`src/iee_pkg.sv`:
```
// Package for the infix expression evaluator: payload structs, operator codes,
// character constants and the command and status structs between controller and datapath.
// No dependencies.
package iee_pkg;

    localparam int IEE_DATA_WIDTH = 32;
    localparam int IEE_MAX_WIDTH  = 64;
    localparam int IEE_VALUE_W    = 32;

    localparam logic [7:0] CH_PLUS   = 8'h2B;
    localparam logic [7:0] CH_MINUS  = 8'h2D;
    localparam logic [7:0] CH_TIMES  = 8'h2A;
    localparam logic [7:0] CH_DIVIDE = 8'h2F;
    localparam logic [7:0] CH_ZERO   = 8'h30;
    localparam logic [7:0] CH_NINE   = 8'h39;
    localparam logic [3:0] DEC_TEN   = 4'd10;

    typedef enum logic [1:0] {
        OP_PLUS   = 2'd0,
        OP_MINUS  = 2'd1,
        OP_TIMES  = 2'd2,
        OP_DIVIDE = 2'd3
    } t_op;

    typedef struct packed {
        logic [7:0] character;
        logic       last;
    } t_in_beat;

    typedef struct packed {
        logic signed [IEE_VALUE_W-1:0] value;
        logic                          divide_error;
    } t_out_beat;

    typedef struct packed {
        logic cap;
        logic decode;
        logic apply;
        logic iter;
        logic set_op;
        logic emit;
    } t_dp_cmd;

    typedef struct packed {
        logic is_digit;
        logic is_op;
        logic last;
        logic saw_digit;
        logic long_op;
        logic iter_done;
        logic out_free;
    } t_dp_status;

endpackage

```
`src/infix_expression_evaluator_unit.sv`:
```
// Top level of the infix expression evaluator: controller plus datapath.
// Depends on iee_pkg, iee_ctrl and iee_datapath.
//
//  Channel | Valid       | Stall        | Payload (iee_pkg)
//  --------+-------------+--------------+-------------------------------------
//  input   | i_in_valid  | o_in_stall   | i_in_data  : t_in_beat  (character, last)
//  output  | o_out_valid | i_out_stall  | o_out_data : t_out_beat (value, divide_error)
//
// A beat passes through capture and decode; one that applies +, - or a division by zero
// also passes through apply, and one that applies * or a division by a non-zero number
// then runs the serial multiply/divide unit, retiring one bit per cycle.
// A last beat then loads the output register. A result waits there under stall
// while the next beats are taken; the next last beat holds the input stalled until it frees.
// Reset is synchronous and active low; it clears the expression state and the output valid.
module infix_expression_evaluator_unit #(
    parameter int DATA_WIDTH = iee_pkg::IEE_DATA_WIDTH
) (
    input  logic               i_clk,
    input  logic               i_rst_n,
    input  logic               i_in_valid,
    output logic               o_in_stall,
    input  iee_pkg::t_in_beat  i_in_data,
    output logic               o_out_valid,
    input  logic               i_out_stall,
    output iee_pkg::t_out_beat o_out_data
);

    iee_pkg::t_dp_cmd    cmd;
    iee_pkg::t_dp_status status;

    iee_ctrl u_ctrl (
        .i_clk      (i_clk),
        .i_rst_n    (i_rst_n),
        .i_in_valid (i_in_valid),
        .o_in_stall (o_in_stall),
        .i_status   (status),
        .o_cmd      (cmd)
    );

    iee_datapath #(
        .DATA_WIDTH (DATA_WIDTH)
    ) u_datapath (
        .i_clk       (i_clk),
        .i_rst_n     (i_rst_n),
        .i_in_data   (i_in_data),
        .i_cmd       (cmd),
        .o_status    (status),
        .o_out_valid (o_out_valid),
        .i_out_stall (i_out_stall),
        .o_out_data  (o_out_data)
    );

endmodule

```
`src/iee_datapath.sv`:
```
// Datapath of the infix expression evaluator: expression state, shared serial
// multiply/divide unit and the output register. Depends on iee_pkg.
module iee_datapath #(
    parameter int DATA_WIDTH = iee_pkg::IEE_DATA_WIDTH
) (
    input  logic               i_clk,
    input  logic               i_rst_n,
    input  iee_pkg::t_in_beat  i_in_data,
    input  iee_pkg::t_dp_cmd   i_cmd,
    output iee_pkg::t_dp_status o_status,
    output logic               o_out_valid,
    input  logic               i_out_stall,
    output iee_pkg::t_out_beat o_out_data
);

    localparam int W  = DATA_WIDTH;
    localparam int CW = (W > 1) ? $clog2(W) : 1;

    logic [7:0]   r_char;
    logic         r_last;
    logic [W-1:0] r_num, n_num;
    logic [W-1:0] r_sum, n_sum;
    logic [W-1:0] r_term, n_term;
    iee_pkg::t_op r_op, n_op;
    logic         r_saw, n_saw;
    logic         r_err, n_err;

    // Serial unit: r_acc holds the product or the partial remainder, r_opa the
    // multiplicand or the dividend shifting into the quotient, r_opb the
    // multiplier or the divisor.
    logic [W-1:0]  r_acc, n_acc;
    logic [W-1:0]  r_opa, n_opa;
    logic [W-1:0]  r_opb, n_opb;
    logic          r_div, n_div;
    logic          r_neg, n_neg;
    logic [CW-1:0] r_cnt, n_cnt;

    logic              r_out_valid, n_out_valid;
    iee_pkg::t_out_beat r_out, n_out;

    logic         is_digit, is_op;
    iee_pkg::t_op char_op;
    logic [W-1:0] digit_val;
    logic [W:0]   trial;
    logic [W-1:0] term_mag, num_mag;
    logic [W-1:0] total;
    logic [iee_pkg::IEE_MAX_WIDTH-1:0] total_ext;
    logic         out_take, out_free;

    always_comb begin
        is_digit = (r_char inside {[iee_pkg::CH_ZERO:iee_pkg::CH_NINE]});
        is_op    = 1'b1;
        case (r_char)
            iee_pkg::CH_PLUS:   char_op = iee_pkg::OP_PLUS;
            iee_pkg::CH_MINUS:  char_op = iee_pkg::OP_MINUS;
            iee_pkg::CH_TIMES:  char_op = iee_pkg::OP_TIMES;
            iee_pkg::CH_DIVIDE: char_op = iee_pkg::OP_DIVIDE;
            default: begin
                char_op = iee_pkg::OP_PLUS;
                is_op   = 1'b0;
            end
        endcase
    end

    assign digit_val = W'(r_char[3:0]);
    assign term_mag  = r_term[W-1] ? (~r_term + W'(1)) : r_term;
    assign num_mag   = r_num[W-1] ? (~r_num + W'(1)) : r_num;
    assign trial     = {r_acc, r_opa[W-1]} - {1'b0, r_opb};
    assign total     = r_sum + r_term;

    always_comb begin
        total_ext        = '0;
        total_ext[W-1:0] = total;
    end

    assign out_take = r_out_valid && !i_out_stall;
    assign out_free = !r_out_valid || !i_out_stall;

    always_comb begin
        n_num       = r_num;
        n_sum       = r_sum;
        n_term      = r_term;
        n_op        = r_op;
        n_saw       = r_saw;
        n_err       = r_err;
        n_acc       = r_acc;
        n_opa       = r_opa;
        n_opb       = r_opb;
        n_div       = r_div;
        n_neg       = r_neg;
        n_cnt       = r_cnt;
        n_out       = r_out;
        n_out_valid = r_out_valid && !out_take;

        if (i_cmd.decode && is_digit) begin
            // Times ten as two shifts and an add.
            n_num = (r_num << 3) + (r_num << 1) + digit_val;
            n_saw = 1'b1;
        end

        if (i_cmd.apply) begin
            n_num = '0;
            n_saw = 1'b0;
            n_acc = '0;
            n_cnt = CW'(W - 1);
            case (r_op)
                iee_pkg::OP_PLUS: begin
                    n_sum  = r_sum + r_term;
                    n_term = r_num;
                end
                iee_pkg::OP_MINUS: begin
                    n_sum  = r_sum + r_term;
                    n_term = ~r_num + W'(1);
                end
                iee_pkg::OP_TIMES: begin
                    n_div = 1'b0;
                    n_opa = r_term;
                    n_opb = r_num;
                end
                default: begin
                    if (r_num == '0) begin
                        n_err  = 1'b1;
                        n_term = '0;
                    end else begin
                        n_div = 1'b1;
                        n_neg = r_term[W-1] ^ r_num[W-1];
                        n_opa = term_mag;
                        n_opb = num_mag;
                    end
                end
            endcase
        end

        if (i_cmd.iter) begin
            n_cnt = r_cnt - CW'(1);
            if (r_div) begin
                if (!trial[W]) begin
                    n_acc = trial[W-1:0];
                    n_opa = {r_opa[W-2:0], 1'b1};
                end else begin
                    n_acc = {r_acc[W-2:0], r_opa[W-1]};
                    n_opa = {r_opa[W-2:0], 1'b0};
                end
            end else begin
                if (r_opb[0]) begin
                    n_acc = r_acc + r_opa;
                end
                n_opa = r_opa << 1;
                n_opb = r_opb >> 1;
            end
            if (r_cnt == '0) begin
                if (r_div) begin
                    n_term = r_neg ? (~n_opa + W'(1)) : n_opa;
                end else begin
                    n_term = n_acc;
                end
            end
        end

        if (i_cmd.set_op && is_op) begin
            n_op = char_op;
        end

        if (i_cmd.emit) begin
            n_out.value        = total_ext[iee_pkg::IEE_VALUE_W-1:0];
            n_out.divide_error = r_err;
            n_out_valid        = 1'b1;
            n_num              = '0;
            n_sum              = '0;
            n_term             = '0;
            n_op               = iee_pkg::OP_PLUS;
            n_saw              = 1'b0;
            n_err              = 1'b0;
        end
    end

    always_ff @(posedge i_clk) begin
        if (!i_rst_n) begin
            r_num       <= '0;
            r_sum       <= '0;
            r_term      <= '0;
            r_op        <= iee_pkg::OP_PLUS;
            r_saw       <= 1'b0;
            r_err       <= 1'b0;
            r_out_valid <= 1'b0;
        end else begin
            r_num       <= n_num;
            r_sum       <= n_sum;
            r_term      <= n_term;
            r_op        <= n_op;
            r_saw       <= n_saw;
            r_err       <= n_err;
            r_out_valid <= n_out_valid;
        end
    end

    always_ff @(posedge i_clk) begin
        if (i_cmd.cap) begin
            r_char <= i_in_data.character;
            r_last <= i_in_data.last;
        end
        r_acc <= n_acc;
        r_opa <= n_opa;
        r_opb <= n_opb;
        r_div <= n_div;
        r_neg <= n_neg;
        r_cnt <= n_cnt;
        r_out <= n_out;
    end

    always_comb begin
        o_status.is_digit  = is_digit;
        o_status.is_op     = is_op;
        o_status.last      = r_last;
        o_status.saw_digit = r_saw;
        o_status.long_op   = (r_op == iee_pkg::OP_TIMES) ||
                             ((r_op == iee_pkg::OP_DIVIDE) && (r_num != '0));
        o_status.iter_done = (r_cnt == '0);
        o_status.out_free  = out_free;
    end

    assign o_out_valid = r_out_valid;
    assign o_out_data  = r_out;

endmodule

```
`src/iee_ctrl.sv`:
```
// Controller of the infix expression evaluator: sequences capture, decode,
// operator application, serial steps and result emission. Depends on iee_pkg.
module iee_ctrl (
    input  logic                i_clk,
    input  logic                i_rst_n,
    input  logic                i_in_valid,
    output logic                o_in_stall,
    input  iee_pkg::t_dp_status i_status,
    output iee_pkg::t_dp_cmd    o_cmd
);

    typedef enum logic [4:0] {
        S_IDLE   = 5'b00001,
        S_DECODE = 5'b00010,
        S_APPLY  = 5'b00100,
        S_ITER   = 5'b01000,
        S_EMIT   = 5'b10000
    } t_state;

    t_state r_state, n_state;
    logic   need_apply;

    // One application at most per beat: an operator after a number, or the
    // closing flush of the last beat when a number is outstanding.
    assign need_apply = (i_status.is_op && i_status.saw_digit) ||
                        (i_status.last && (i_status.saw_digit || i_status.is_digit));

    always_comb begin
        n_state = r_state;
        o_cmd   = '0;
        case (r_state)
            S_IDLE: begin
                if (i_in_valid) begin
                    o_cmd.cap = 1'b1;
                    n_state   = S_DECODE;
                end
            end
            S_DECODE: begin
                o_cmd.decode = 1'b1;
                if (need_apply) begin
                    n_state = S_APPLY;
                end else begin
                    o_cmd.set_op = 1'b1;
                    n_state      = i_status.last ? S_EMIT : S_IDLE;
                end
            end
            S_APPLY: begin
                o_cmd.apply  = 1'b1;
                o_cmd.set_op = 1'b1;
                if (i_status.long_op) begin
                    n_state = S_ITER;
                end else begin
                    n_state = i_status.last ? S_EMIT : S_IDLE;
                end
            end
            S_ITER: begin
                o_cmd.iter = 1'b1;
                if (i_status.iter_done) begin
                    n_state = i_status.last ? S_EMIT : S_IDLE;
                end
            end
            S_EMIT: begin
                if (i_status.out_free) begin
                    o_cmd.emit = 1'b1;
                    n_state    = S_IDLE;
                end
            end
            default: begin
                n_state = S_IDLE;
            end
        endcase
    end

    always_ff @(posedge i_clk) begin
        if (!i_rst_n) begin
            r_state <= S_IDLE;
        end else begin
            r_state <= n_state;
        end
    end

    assign o_in_stall = (r_state != S_IDLE);

endmodule

```
`config.mk`:
```
export PLATFORM = sky130hd
export DESIGN_NAME = infix_expression_evaluator_unit
export DESIGN_NICKNAME = d
export VERILOG_FILES = /design/src/iee_pkg.sv /design/src/infix_expression_evaluator_unit.sv /design/src/iee_datapath.sv /design/src/iee_ctrl.sv
export SDC_FILE = /design/constraint.sdc
export NUM_CORES = 1
export LEC_CHECK = 0
export BUFFER_PORTS_ARGS = -buffer_cell sky130_fd_sc_hd__buf_4
export CORE_MARGIN = 1
export CORE_UTILIZATION = 58
export DETAILED_ROUTE_END_ITERATION = 7
export PLACE_DENSITY_LB_ADDON = 0.15
export SYNTH_ARGS = -nofsm -noshare
export SYNTH_HDL_FRONTEND = slang
export SYNTH_SLANG_ARGS = --single-unit
```
`constraint.sdc`:
```
create_clock -name i_clk -period 3.64 [get_ports i_clk]
set_input_delay 0.364 -clock i_clk [delete_from_list [all_inputs] [get_ports i_clk]]
set_output_delay 0.364 -clock i_clk [all_outputs]
set_load 0.05 [all_outputs]
```
==> results of run 1 <==
## registers in the layout (all words and copies together), names as in the netlist
signal	count
u_datapath.r_opb	32
u_datapath.r_saw	1
u_datapath.r_err	1
u_datapath.o_out_data	33
u_datapath.r_div	1
u_datapath.o_out_valid	1
u_datapath.r_char	8
u_datapath.r_op	2
u_datapath.r_acc	32
u_datapath.r_neg	1
u_datapath.r_num	32
u_datapath.r_sum	32
u_datapath.r_cnt	5
u_ctrl.r_state	5
u_datapath.r_opa	32
u_datapath.r_last	1
u_datapath.r_term	32
## through the flow
stage                     power (W)  std cells  hold WS [ns]  worst slack, ns  TNS, ns
after global routing        0.00619       3256        0.0517          -0.0401   -0.140
after detailed placement    0.00308       3191         0.449           -0.127   -0.804
final                       0.00605       3256        0.0471            0.102        0
after floorplan             0.00303       2596         0.409           0.0538        0
after global placement      0.00308       3191         0.445          -0.0509   -0.132
after CTS                   0.00606       3254        0.0326          0.00747        0
## how the worst min path moves through the flow
| stage | startpoint | end | cells after the start |
|---|---|---|---|
| after floorplan | u_datapath.r_err | u_datapath.o_out_data[0] | 0 |
| after global placement | u_datapath.r_sum[26] | u_datapath.r_sum[26] | 2 |
| after detailed placement | u_datapath.r_sum[26] | u_datapath.r_sum[26] | 2 |
| after CTS | i_in_valid | u_ctrl.r_state[1] | 2 |
| after global routing | i_in_valid | u_ctrl.r_state[1] | 2 |
| final | i_in_valid | u_ctrl.r_state[1] | 2 |
## power breakdown
part | total [W] | internal (W) | switching, W
clock | 0.00302 | 0.00175 | 0.00127
sequential | 0.00289 | 0.00289 | 0.00000826
combinational | 0.000141 | 0.0000508 | 0.0000901
## cell usage in the layout, fill, tap and decap left out, types with 19 or more instances in the layout
| cell type | instances |
|---|---|
| a211oi_1 | 39 |
| a21o_1 | 47 |
| a21oi_1 | 275 |
| a221oi_1 | 19 |
| a22oi_1 | 26 |
| a31oi_1 | 44 |
| and3_1 | 28 |
| buf_4 | 294 |
| clkbuf_16 | 29 |
| dfxtp_1 | 166 |
| edfxtp_1 | 81 |
| ha_1 | 155 |
| inv_1 | 96 |
| mux2i_1 | 46 |
| nand2_1 | 326 |
| nand2b_1 | 33 |
| nand3_1 | 58 |
| nor2_1 | 196 |
| nor3_1 | 86 |
| o211ai_1 | 21 |
| o21a_1 | 20 |
| o21ai_0 | 171 |
| o22ai_1 | 29 |
| o31ai_1 | 24 |
| or3_1 | 19 |
| xnor2_1 | 96 |
| xor2_1 | 59 |
## cell families after synthesis
kind of cell / share of synthesized area (%)
compound gates: 27.3
simple gates: 19.7
flops: 28.9
buf+inv: 4.69
fa+ha+maj: 10.2
xor+xnor: 6.72
mux: 2.39
## per-layer routing
layer  global-route usage, %  part of all wire (%)  up-vias
met5                       0                     0        -
li1                        -                     -     9924
met1                    52.6                    40    10100
met2                    63.6                    44     1140
met3                    5.57                   8.9      260
met4                    24.3                   7.2        0
## what timing repair did
| item | 4_1_cts | 5_1_grt |
|---|---|---|
| buffers inserted | 0 | 2 |
| hold endpoints to repair | 9 | 0 |
| resized for setup | 10 | 54 |
| setup endpoints to repair | 22 | 51 |
| gates cloned | 0 | 0 |
| hold buffers | 9 | 0 |
| pin swaps | 3 | 15 |
## worst reg2reg max path: cells and delay by family (launching register included)
kind,cells,cell delay [ns]
buffers and inverters,4,0.64
DFF,1,0.33
and+or+nand+nor,7,1.60
adders and majority gates,1,0.21
AOI/OAI and AO/OA,3,0.61
## final cells by class
cell class | count | area (um2) | share of cell area, %
tap | 448 | 561 | 2.35
timing repair buffer | 307 | 2370 | 9.95
clock buffer | 37 | 786 | 3.30
multi-input combinational | 2096 | 13700 | 57.5
sequential | 251 | 5840 | 24.5
inverter | 100 | 375 | 1.58
clock inverter | 17 | 189 | 0.794
==> results.py, run 1 <==
metrics = {
    "floorplan": {
        "chipWidth_um": 189,
        "die_area_mm2": 0.0356,
        "core-area_mm2": 0.0339,
        "start_util_pct": 59.6,
        "io_pins": 48,
        "rows": 67,
        "die_h_um": 189,
    },
    "clocking": {
        "clk_path_buf_depth": 3,
        "clockRootBuffer": "clkbuf_16",
        "htree_num_levels": 1,
        "clock_sinks": 251,
        "clkTransAtPathRegs_ns": 0.06,
        "tritoncts": "done",
        "insertion_delay_ns": 0.59,
        "numCtsBuffers": 29,
    },
    "yosys": {
        "synthesis.nets": 2771,
        "syn_area_mm2": 0.0202,
        "avgSynthCellArea_um2": 7.78,
        "yosysTopAreaCellShare_pct": 16.9,
        "syn_inst": 2596,
        "ys_types": 83,
        "yosysSeqAreaShare_pct": 28.9,
        "synth_area_leader_cell": "dfxtp_1",
        "yosysMostFrequentCell": "nand2_1",
        "netlist_top_cells_count": "nand2_1, a21oi_1, nor2_1",
        "synth_edf_count": 81,
        "synth_area_leaders": "dfxtp_1, edfxtp_1, ha_1",
        "yosys_warnings": 0,
        "ys_seq_elements": 251,
        "async_reset_ff_share_pct": 0,
        "synth_ff_type": "dfxtp_1",
    },
    "setup_path": {
        "cpPeakStageDelay_ns": 0.47,
        "cp-startpoint": "u_datapath.r_num[0]",
        "r2r_setup_slack_ns": 0.10,
        "critical_path_class": "reg -> reg",
        "rr_startpoint": "u_datapath.r_num[0]",
        "cp_num_buf_inv": 4,
        "crit_path_end": "u_datapath.r_term[17]",
        "start_kind": "flip-flop",
        "rr_endpoint": "u_datapath.r_term[17]",
        "critPathTopFamily": "simple AND/OR/NAND/NOR gates",
        "endpoint_kind": "flip-flop",
        "path_depth": 15,
        "crit_fanout": 19,
        "reg2reg_depth": 15,
        "crit_chain": "buf_4 -> inv_1 -> ha_1 -> or3b_2 -> or3_1 -> buf_4 -> nor4_2 -> nand2_1 -> nand3_1 -> nand2_1 -> buf_4 -> a22oi_2 -> nand2_1 -> o21ai_0 -> a211oi_1",
        "required_ns": 4.07,
        "cpMaxStageDelayCell": "or3b_2",
        "crit_arrival_ns": 3.96,
    },
    "timing": {
        "setup_viol": 0,
        "worstMarginPinSlew_ns": 1.13,
        "fin_crit_sh_pct": 97.2,
        "period_needed_ns": 3.54,
        "rsz0062_at_grt": "yes",
        "slew_headroom_pct": 24.7,
        "hold_viol": 0,
        "skew_ns": 0.0166,
        "drv_slew": 0,
        "clock.fmax_mhz": 283,
    },
    "pwr": {
        "ir_drop_mv": 0.359,
        "power_density_mw_per_mm2": 254,
        "power.leakage_nw": 10.3,
    },
    "job": {
        "cap_violations": 0,
    },
    "placement": {
        "routabilityCongestion": 1.01,
        "postPlaceCellArea_mm2": 0.0225,
        "hpwlAfterDp_um": 55500,
        "port-buffer-count": 47,
    },
    "global_route": {
        "antenna_found_initial": 0,
        "grt_max_degree": 86,
        "grt_pass1_vias": 20000,
        "grt_overflow": 0,
        "grt_use_total_pct": 40.4,
        "grt_pass1_wl_um": 113000,
    },
    "routing": {
        "wl_um": 73600,
        "wl_per_cell_um": 22.6,
        "dr.pass1.iters": 6,
        "dr_total_vias": 21400,
        "vias_per_cell": 6.57,
        "first_iter_violations": 2038,
        "ant_nets": 0,
        "drc": 0,
    },
    "finish": {
        "drive_gt1_share_pct": 15.1,
        "fillCellCount": 2771,
        "syn_to_final_growth_pct": 17.9,
        "diodes": 0,
        "fin_area_mm2": 0.0238,
        "nets": 2960,
        "finish.utilization_pct": 70.3,
    },
    "hold_path": {
        "hp-class": "in -> reg",
    },
    "status": {
        "status": "finished, final reports clean",
    },
}
No activity file was read; power rests on OpenSTA's default activity.
==> inputs of run 2 (changes only) <==
--- a/config.mk
+++ b/config.mk
@@ -6,8 +6,10 @@
 export NUM_CORES = 1
 export LEC_CHECK = 0
 export BUFFER_PORTS_ARGS = -buffer_cell sky130_fd_sc_hd__buf_4
+export CELL_PAD_IN_SITES_DETAIL_PLACEMENT = 0
+export CELL_PAD_IN_SITES_GLOBAL_PLACEMENT = 1
 export CORE_MARGIN = 1
-export CORE_UTILIZATION = 58
+export CORE_UTILIZATION = 44
 export DETAILED_ROUTE_END_ITERATION = 7
 export PLACE_DENSITY_LB_ADDON = 0.15
 export SYNTH_ARGS = -nofsm -noshare
==> run 2 against run 1 <==
Net effect:
- sequential share of layout area shrank 0.59 points
- global-route usage shrank 8.5 points
- register-to-register slack is essentially flat
- wire length grew 3.4%
- first-iteration DRC count shrank 7.6%
- die area grew 31%
- via count shrank 2.5%
- critical path type unchanged
- critical endpoint is now u_datapath.r_acc[28]
- largest cell class unchanged
- highest routed layer unchanged
==> results.py, run 2 (synthesized netlist as in run 1, its figures left out) <==
metrics = {
    "setup_path": {
        "cp-startpoint": "u_datapath.r_opa[31]",
        "endpoint_kind": "flip-flop",
        "required_ns": 4.16,
        "crit_fanout": 3,
        "start_kind": "flip-flop",
        "r2r_setup_slack_ns": 0.1,
        "crit_chain": "inv_2 -> ha_4 -> fa_2 -> nand2b_4 -> a211oi_2 -> buf_4 -> o21bai_4 -> a31oi_4 -> buf_4 -> buf_4 -> buf_4 -> buf_4 -> buf_4 -> buf_4 -> buf_4 -> buf_4 -> buf_4 -> buf_4 -> nor2_2 -> xnor2_2 -> nand2_1 -> a31oi_1 -> a211oi_1 -> a21oi_1",
        "cpPeakStageDelay_ns": 0.41,
        "rr_endpoint": "u_datapath.r_acc[28]",
        "path_common_cell": "buf_4",
        "cpMaxStageDelayCell": "edfxtp_1",
        "crit_arrival_ns": 4.06,
        "crit_path_end": "u_datapath.r_acc[28]",
        "reg2reg_depth": 24,
        "critical_path_class": "reg -> reg",
        "rr_startpoint": "u_datapath.r_opa[31]",
    },
    "clocking": {
        "insertion_delay_ns": 0.61,
        "numCtsBuffers": 31,
        "clock_sinks": 251,
        "clkTransAtPathRegs_ns": 0.06,
        "clockRootBuffer": "clkbuf_16",
        "clk_path_buf_depth": 3,
        "htree_num_levels": 1,
        "tritoncts": "done",
    },
    "routing": {
        "dr_total_vias": 20900,
        "wl_per_cell_um": 22.1,
        "dr.pass1.iters": 6,
        "ant_nets": 0,
        "drc": 0,
        "wl_um": 76200,
        "first_iter_violations": 1883,
        "vias_per_cell": 6.04,
    },
    "floorplan": {
        "die_area_mm2": 0.0467,
        "rows": 78,
        "chipWidth_um": 216,
        "io_pins": 48,
        "die_h_um": 216,
        "start_util_pct": 44.6,
        "core-area_mm2": 0.0453,
    },
    "finish": {
        "fin_area_mm2": 0.0244,
        "syn_to_final_growth_pct": 20.8,
        "finalNonFillerCells": 3453,
        "drive_gt1_share_pct": 16.5,
        "nets": 3004,
        "diodes": 0,
        "largest_reg_flops": 33,
        "final_cell_mix": "buf_4, nand2_1, a21oi_1, nor2_1, o21ai_0",
        "final_common_cell": "buf_4",
        "finish.utilization_pct": 53.9,
    },
    "global_route": {
        "antenna_found_initial": 0,
        "grt_max_degree": 65,
        "grt_overflow": 0,
        "grt_pass1_wl_um": 117000,
        "grt_pass1_vias": 19800,
        "grt_use_total_pct": 31.9,
    },
    "timing": {
        "period_needed_ns": 3.54,
        "skew_ns": 0.0252,
        "hold_viol": 0,
        "clock.fmax_mhz": 282,
        "drv_slew": 0,
        "worstMarginPinSlew_ns": 1.14,
        "rsz0062_at_grt": "yes",
        "fin_crit_sh_pct": 97.3,
        "setup_viol": 0,
        "slew_headroom_pct": 23.8,
    },
    "placement": {
        "routabilityCongestion": 0.961,
        "hpwlAfterDp_um": 57700,
        "port-buffer-count": 47,
        "dp.cells": 3371,
        "postPlaceCellArea_mm2": 0.0229,
    },
    "status": {
        "status": "finished, final reports clean",
    },
    "hold_path": {
        "hp-class": "in -> reg",
    },
    "pwr": {
        "ir_drop_mv": 0.455,
        "power_density_mw_per_mm2": 249,
        "power.leakage_nw": 10.5,
    },
    "job": {
        "cap_violations": 0,
    },
}
run 2: per-layer routing:
layer / track usage [%] / vias to the layer above / part of all wire, %
li1: - / 10100 / -
met1: 43.8 / 9990 / 45
met2: 50.8 / 689 / 44
met3: 3.34 / 137 / 6.0
met4: 13.6 / 0 / 5.0
met5: 0 / - / 0
run 2: worst min path at each step:
stage / cells after the start / endpoint / from / slack [ns]
CTS: 2 / u_ctrl.r_state[0] / i_rst_n / 0.03
global placement: 2 / u_datapath.r_sum[26] / u_datapath.r_sum[26] / 0.45
global route: 2 / u_ctrl.r_state[0] / i_rst_n / 0.05
floorplan: 0 / u_datapath.o_out_data[0] / u_datapath.r_err / 0.41
finish: 2 / u_ctrl.r_state[0] / i_rst_n / 0.04
detailed placement: 2 / u_datapath.r_sum[26] / u_datapath.r_sum[26] / 0.45
run 2: what timing repair did:
item | 4_1_cts | 5_1_grt
buffers inserted | 10 | 5
hold buffers | 10 | 0
pin swaps | 4 | 19
setup endpoints to repair | 27 | 61
hold endpoints to repair | 10 | 0
gates cloned | 0 | 0
gates resized for setup | 10 | 70
run 2: through the flow:
stage	hold WS, ns	TNS [ns]	power, W	worst slack [ns]
after floorplan	0.409	0	0.00303	0.0538
after detailed placement	0.449	-1.49	0.00308	-0.179
after global routing	0.0504	-0.244	0.00624	-0.0649
after CTS	0.0267	0	0.00613	0.00835
after global placement	0.445	-0.548	0.00308	-0.114
final	0.0441	0	0.00608	0.0975
run 2: report_power, final:
part           switching (W)  internal, W  leakage [nW]
sequential        0.00000758      0.00289          2.12
combinational      0.0000894    0.0000545          7.88
clock                0.00130      0.00175         0.472
run 2: layout make-up:
class / count / area [um2]
fillers: 4425 / 20900
clock inverters: 12 / 119
repair buffers: 349 / 2680
multi-input cells: 2096 / 13800
clock buffers: 45 / 848
flip-flops and latches: 251 / 5840
well taps: 600 / 751
inverters: 100 / 375
run 2: worst max-delay path: cells and delay by family (launching register included):
family | cells | cell delay, ns
buffers and inverters | 12 | 1.48
and+or+nand+nor | 3 | 0.36
AOI/OAI and AO/OA | 6 | 0.74
adders and majority gates | 2 | 0.33
DFF | 1 | 0.41
xor gates and xnor gates | 1 | 0.13
==> inputs of run 3 (changes only) <==
--- a/config.mk
+++ b/config.mk
@@ -8,6 +8,7 @@
 export BUFFER_PORTS_ARGS = -buffer_cell sky130_fd_sc_hd__buf_4
 export CELL_PAD_IN_SITES_DETAIL_PLACEMENT = 0
 export CELL_PAD_IN_SITES_GLOBAL_PLACEMENT = 1
+export CORE_ASPECT_RATIO = 0.7
 export CORE_MARGIN = 1
 export CORE_UTILIZATION = 44
 export DETAILED_ROUTE_END_ITERATION = 7
==> run 3 against run 2 <==
Net effect:
- wire length decreased by 3.6%
- global-route usage is 1.1 points lower
- non-clock buffer count decreased by 20
- clock power is essentially flat
- worst setup slack got worse by 0.035 ns
- sequential share of layout area increased by 0.055 points
- hold slack worse by 0.013 ns
- via count hardly changed
- critical endpoint is now u_datapath.r_term[27]
==> results.py, run 3 (synthesized netlist as in run 1, its figures left out) <==
metrics = {
    "routing": {
        "drc": 0,
        "ant_nets": 0,
        "wl_per_cell_um": 21.4,
        "dr_total_vias": 20900,
        "first_iter_violations": 1928,
        "vias_per_cell": 6.09,
        "wl_um": 73400,
        "dr.pass1.iters": 5,
    },
    "timing": {
        "drv_slew": 0,
        "rsz0062_at_grt": "yes",
        "setup_viol": 0,
        "worstMarginPinSlew_ns": 1.02,
        "slew_headroom_pct": 32.3,
        "setup_tns_ns": 0,
        "skew_ns": 0.0118,
        "fin_crit_sh_pct": 98.3,
        "hold_viol": 0,
        "whs_ns": 0.0313,
        "period_needed_ns": 3.58,
        "clock.fmax_mhz": 280,
    },
    "pwr": {
        "power.leakage_nw": 10.4,
        "ir_drop_mv": 0.317,
        "power_density_mw_per_mm2": 249,
    },
    "setup_path": {
        "crit_arrival_ns": 4.03,
        "reg2reg_depth": 15,
        "start_kind": "flip-flop",
        "endpoint_kind": "flip-flop",
        "rr_endpoint": "u_datapath.r_term[27]",
        "critical_path_class": "reg -> reg",
        "r2r_setup_slack_ns": 0.06,
        "crit_fanout": 11,
        "required_ns": 4.09,
        "rr_startpoint": "u_datapath.r_opb[25]",
    },
    "clocking": {
        "htree_num_levels": 1,
        "tritoncts": "done",
        "clk_path_buf_depth": 3,
        "clockRootBuffer": "clkbuf_16",
        "numCtsBuffers": 28,
        "clkTransAtPathRegs_ns": 0.07,
        "clock_sinks": 251,
        "insertion_delay_ns": 0.59,
    },
    "hold_path": {
        "whs_path_depth": 2,
        "worstHoldStart": "i_in_valid",
        "holdPathEnd": "u_ctrl.r_state[1]",
        "hp-class": "in -> reg",
    },
    "finish": {
        "drive_gt1_share_pct": 16.3,
        "final_cell_mix": "nand2_1, buf_4, a21oi_1, nor2_1, dfxtp_1",
        "finalNonFillerCells": 3431,
        "final_common_cell": "nand2_1",
        "syn_to_final_growth_pct": 20.5,
        "diodes": 0,
        "nets": 2981,
        "largest_reg_flops": 33,
    },
    "floorplan": {
        "rows": 65,
        "io_pins": 48,
        "die_h_um": 181,
        "chipWidth_um": 258,
        "start_util_pct": 44.7,
        "die_area_mm2": 0.0468,
        "core-area_mm2": 0.0451,
    },
    "global_route": {
        "grt_pass1_vias": 19600,
        "grt_max_degree": 78,
        "grt_overflow": 0,
        "antenna_found_initial": 0,
        "grt_use_total_pct": 30.8,
        "grt_pass1_wl_um": 113000,
    },
    "placement": {
        "dp.cells": 3359,
        "port-buffer-count": 47,
        "hpwlAfterDp_um": 55400,
        "routabilityCongestion": 0.965,
    },
    "status": {
        "status": "finished, final reports clean",
    },
    "job": {
        "cap_violations": 0,
    },
}
==> run 3: layout make-up <==
cell class / count / area, um2
inverters: 100 / 375
clock inverters: 19 / 180
well taps: 603 / 754
repair buffers: 329 / 2570
multi-input cells: 2096 / 13800
fillers: 4347 / 20800
flip-flops and latches: 251 / 5840
clock buffers: 33 / 762
==> run 3: worst max-delay path by stage <==
stage	startpoint	end	slack [ns]	depth (start not counted)
2_1_floorplan	u_ctrl.r_state[0]	u_datapath.r_num[9]	0.05	8
3_3_place_gp	u_datapath.r_opa[31]	u_datapath.r_term[30]	-0.16	19
3_5_place_dp	u_datapath.r_opa[31]	u_datapath.r_term[30]	-0.40	19
4_1_cts	u_datapath.r_opa[31]	u_datapath.r_term[30]	0.002	19
5_1_grt	u_datapath.r_opb[25]	u_datapath.r_term[28]	-0.02	18
6_report	u_datapath.r_opb[25]	u_datapath.r_term[27]	0.06	15
==> run 3: report_power, final <==
| group | total (W) | internal, W | switching (W) |
|---|---|---|---|
| sequential | 0.00289 | 0.00289 | 0.00000754 |
| clock | 0.00302 | 0.00171 | 0.00132 |
| combinational | 0.000144 | 0.0000537 | 0.0000899 |
| total | 0.00606 | 0.00465 | 0.00141 |
==> run 3: worst max-delay path, cell delays in order (launching register included) <==
cell and delay [ns]:
dfxtp_1 0.34, inv_1 0.05, ha_1 0.33, buf_4 0.16
nand3_1 0.11, nor2b_1 0.08, o31ai_2 0.33, nand3_2 0.19
a221o_1 0.42, buf_4 0.15, and2_1 0.19, buf_4 0.22
o21ai_0 0.26, a21oi_1 0.13, o31ai_1 0.38, a211oi_1 0.12
==> run 3: stage by stage <==
step                      utilization, %  area, um2  total power (W)  worst slack (ns)
after floorplan                        -      20200          0.00303            0.0538
after global placement              50.5      22800          0.00308            -0.160
after detailed placement            50.5      22800          0.00309            -0.397
after CTS                           53.1      23900          0.00611           0.00178
after global routing                53.9      24300          0.00622           -0.0233
final                               53.9      24300          0.00606            0.0623
==> run 3: layer usage <==
layer,vias to the layer above,part of all wire (%),GRT usage [%]
met1,10000,49,46.4
met2,770,41,45.0
met5,-,0,0
li1,9983,-,-
met3,114,7.1,3.73
met4,0,3.7,9.96
==> run 3: timing repair <==
| action | CTS | global route |
|---|---|---|
| buffers inserted | 4 | 7 |
| setup endpoints to repair | 32 | 62 |
| cloned | 0 | 0 |
| gates resized for setup | 22 | 69 |
| pin swaps | 8 | 29 |
| hold endpoints to repair | 9 | 0 |
| hold buffers | 9 | 0 |
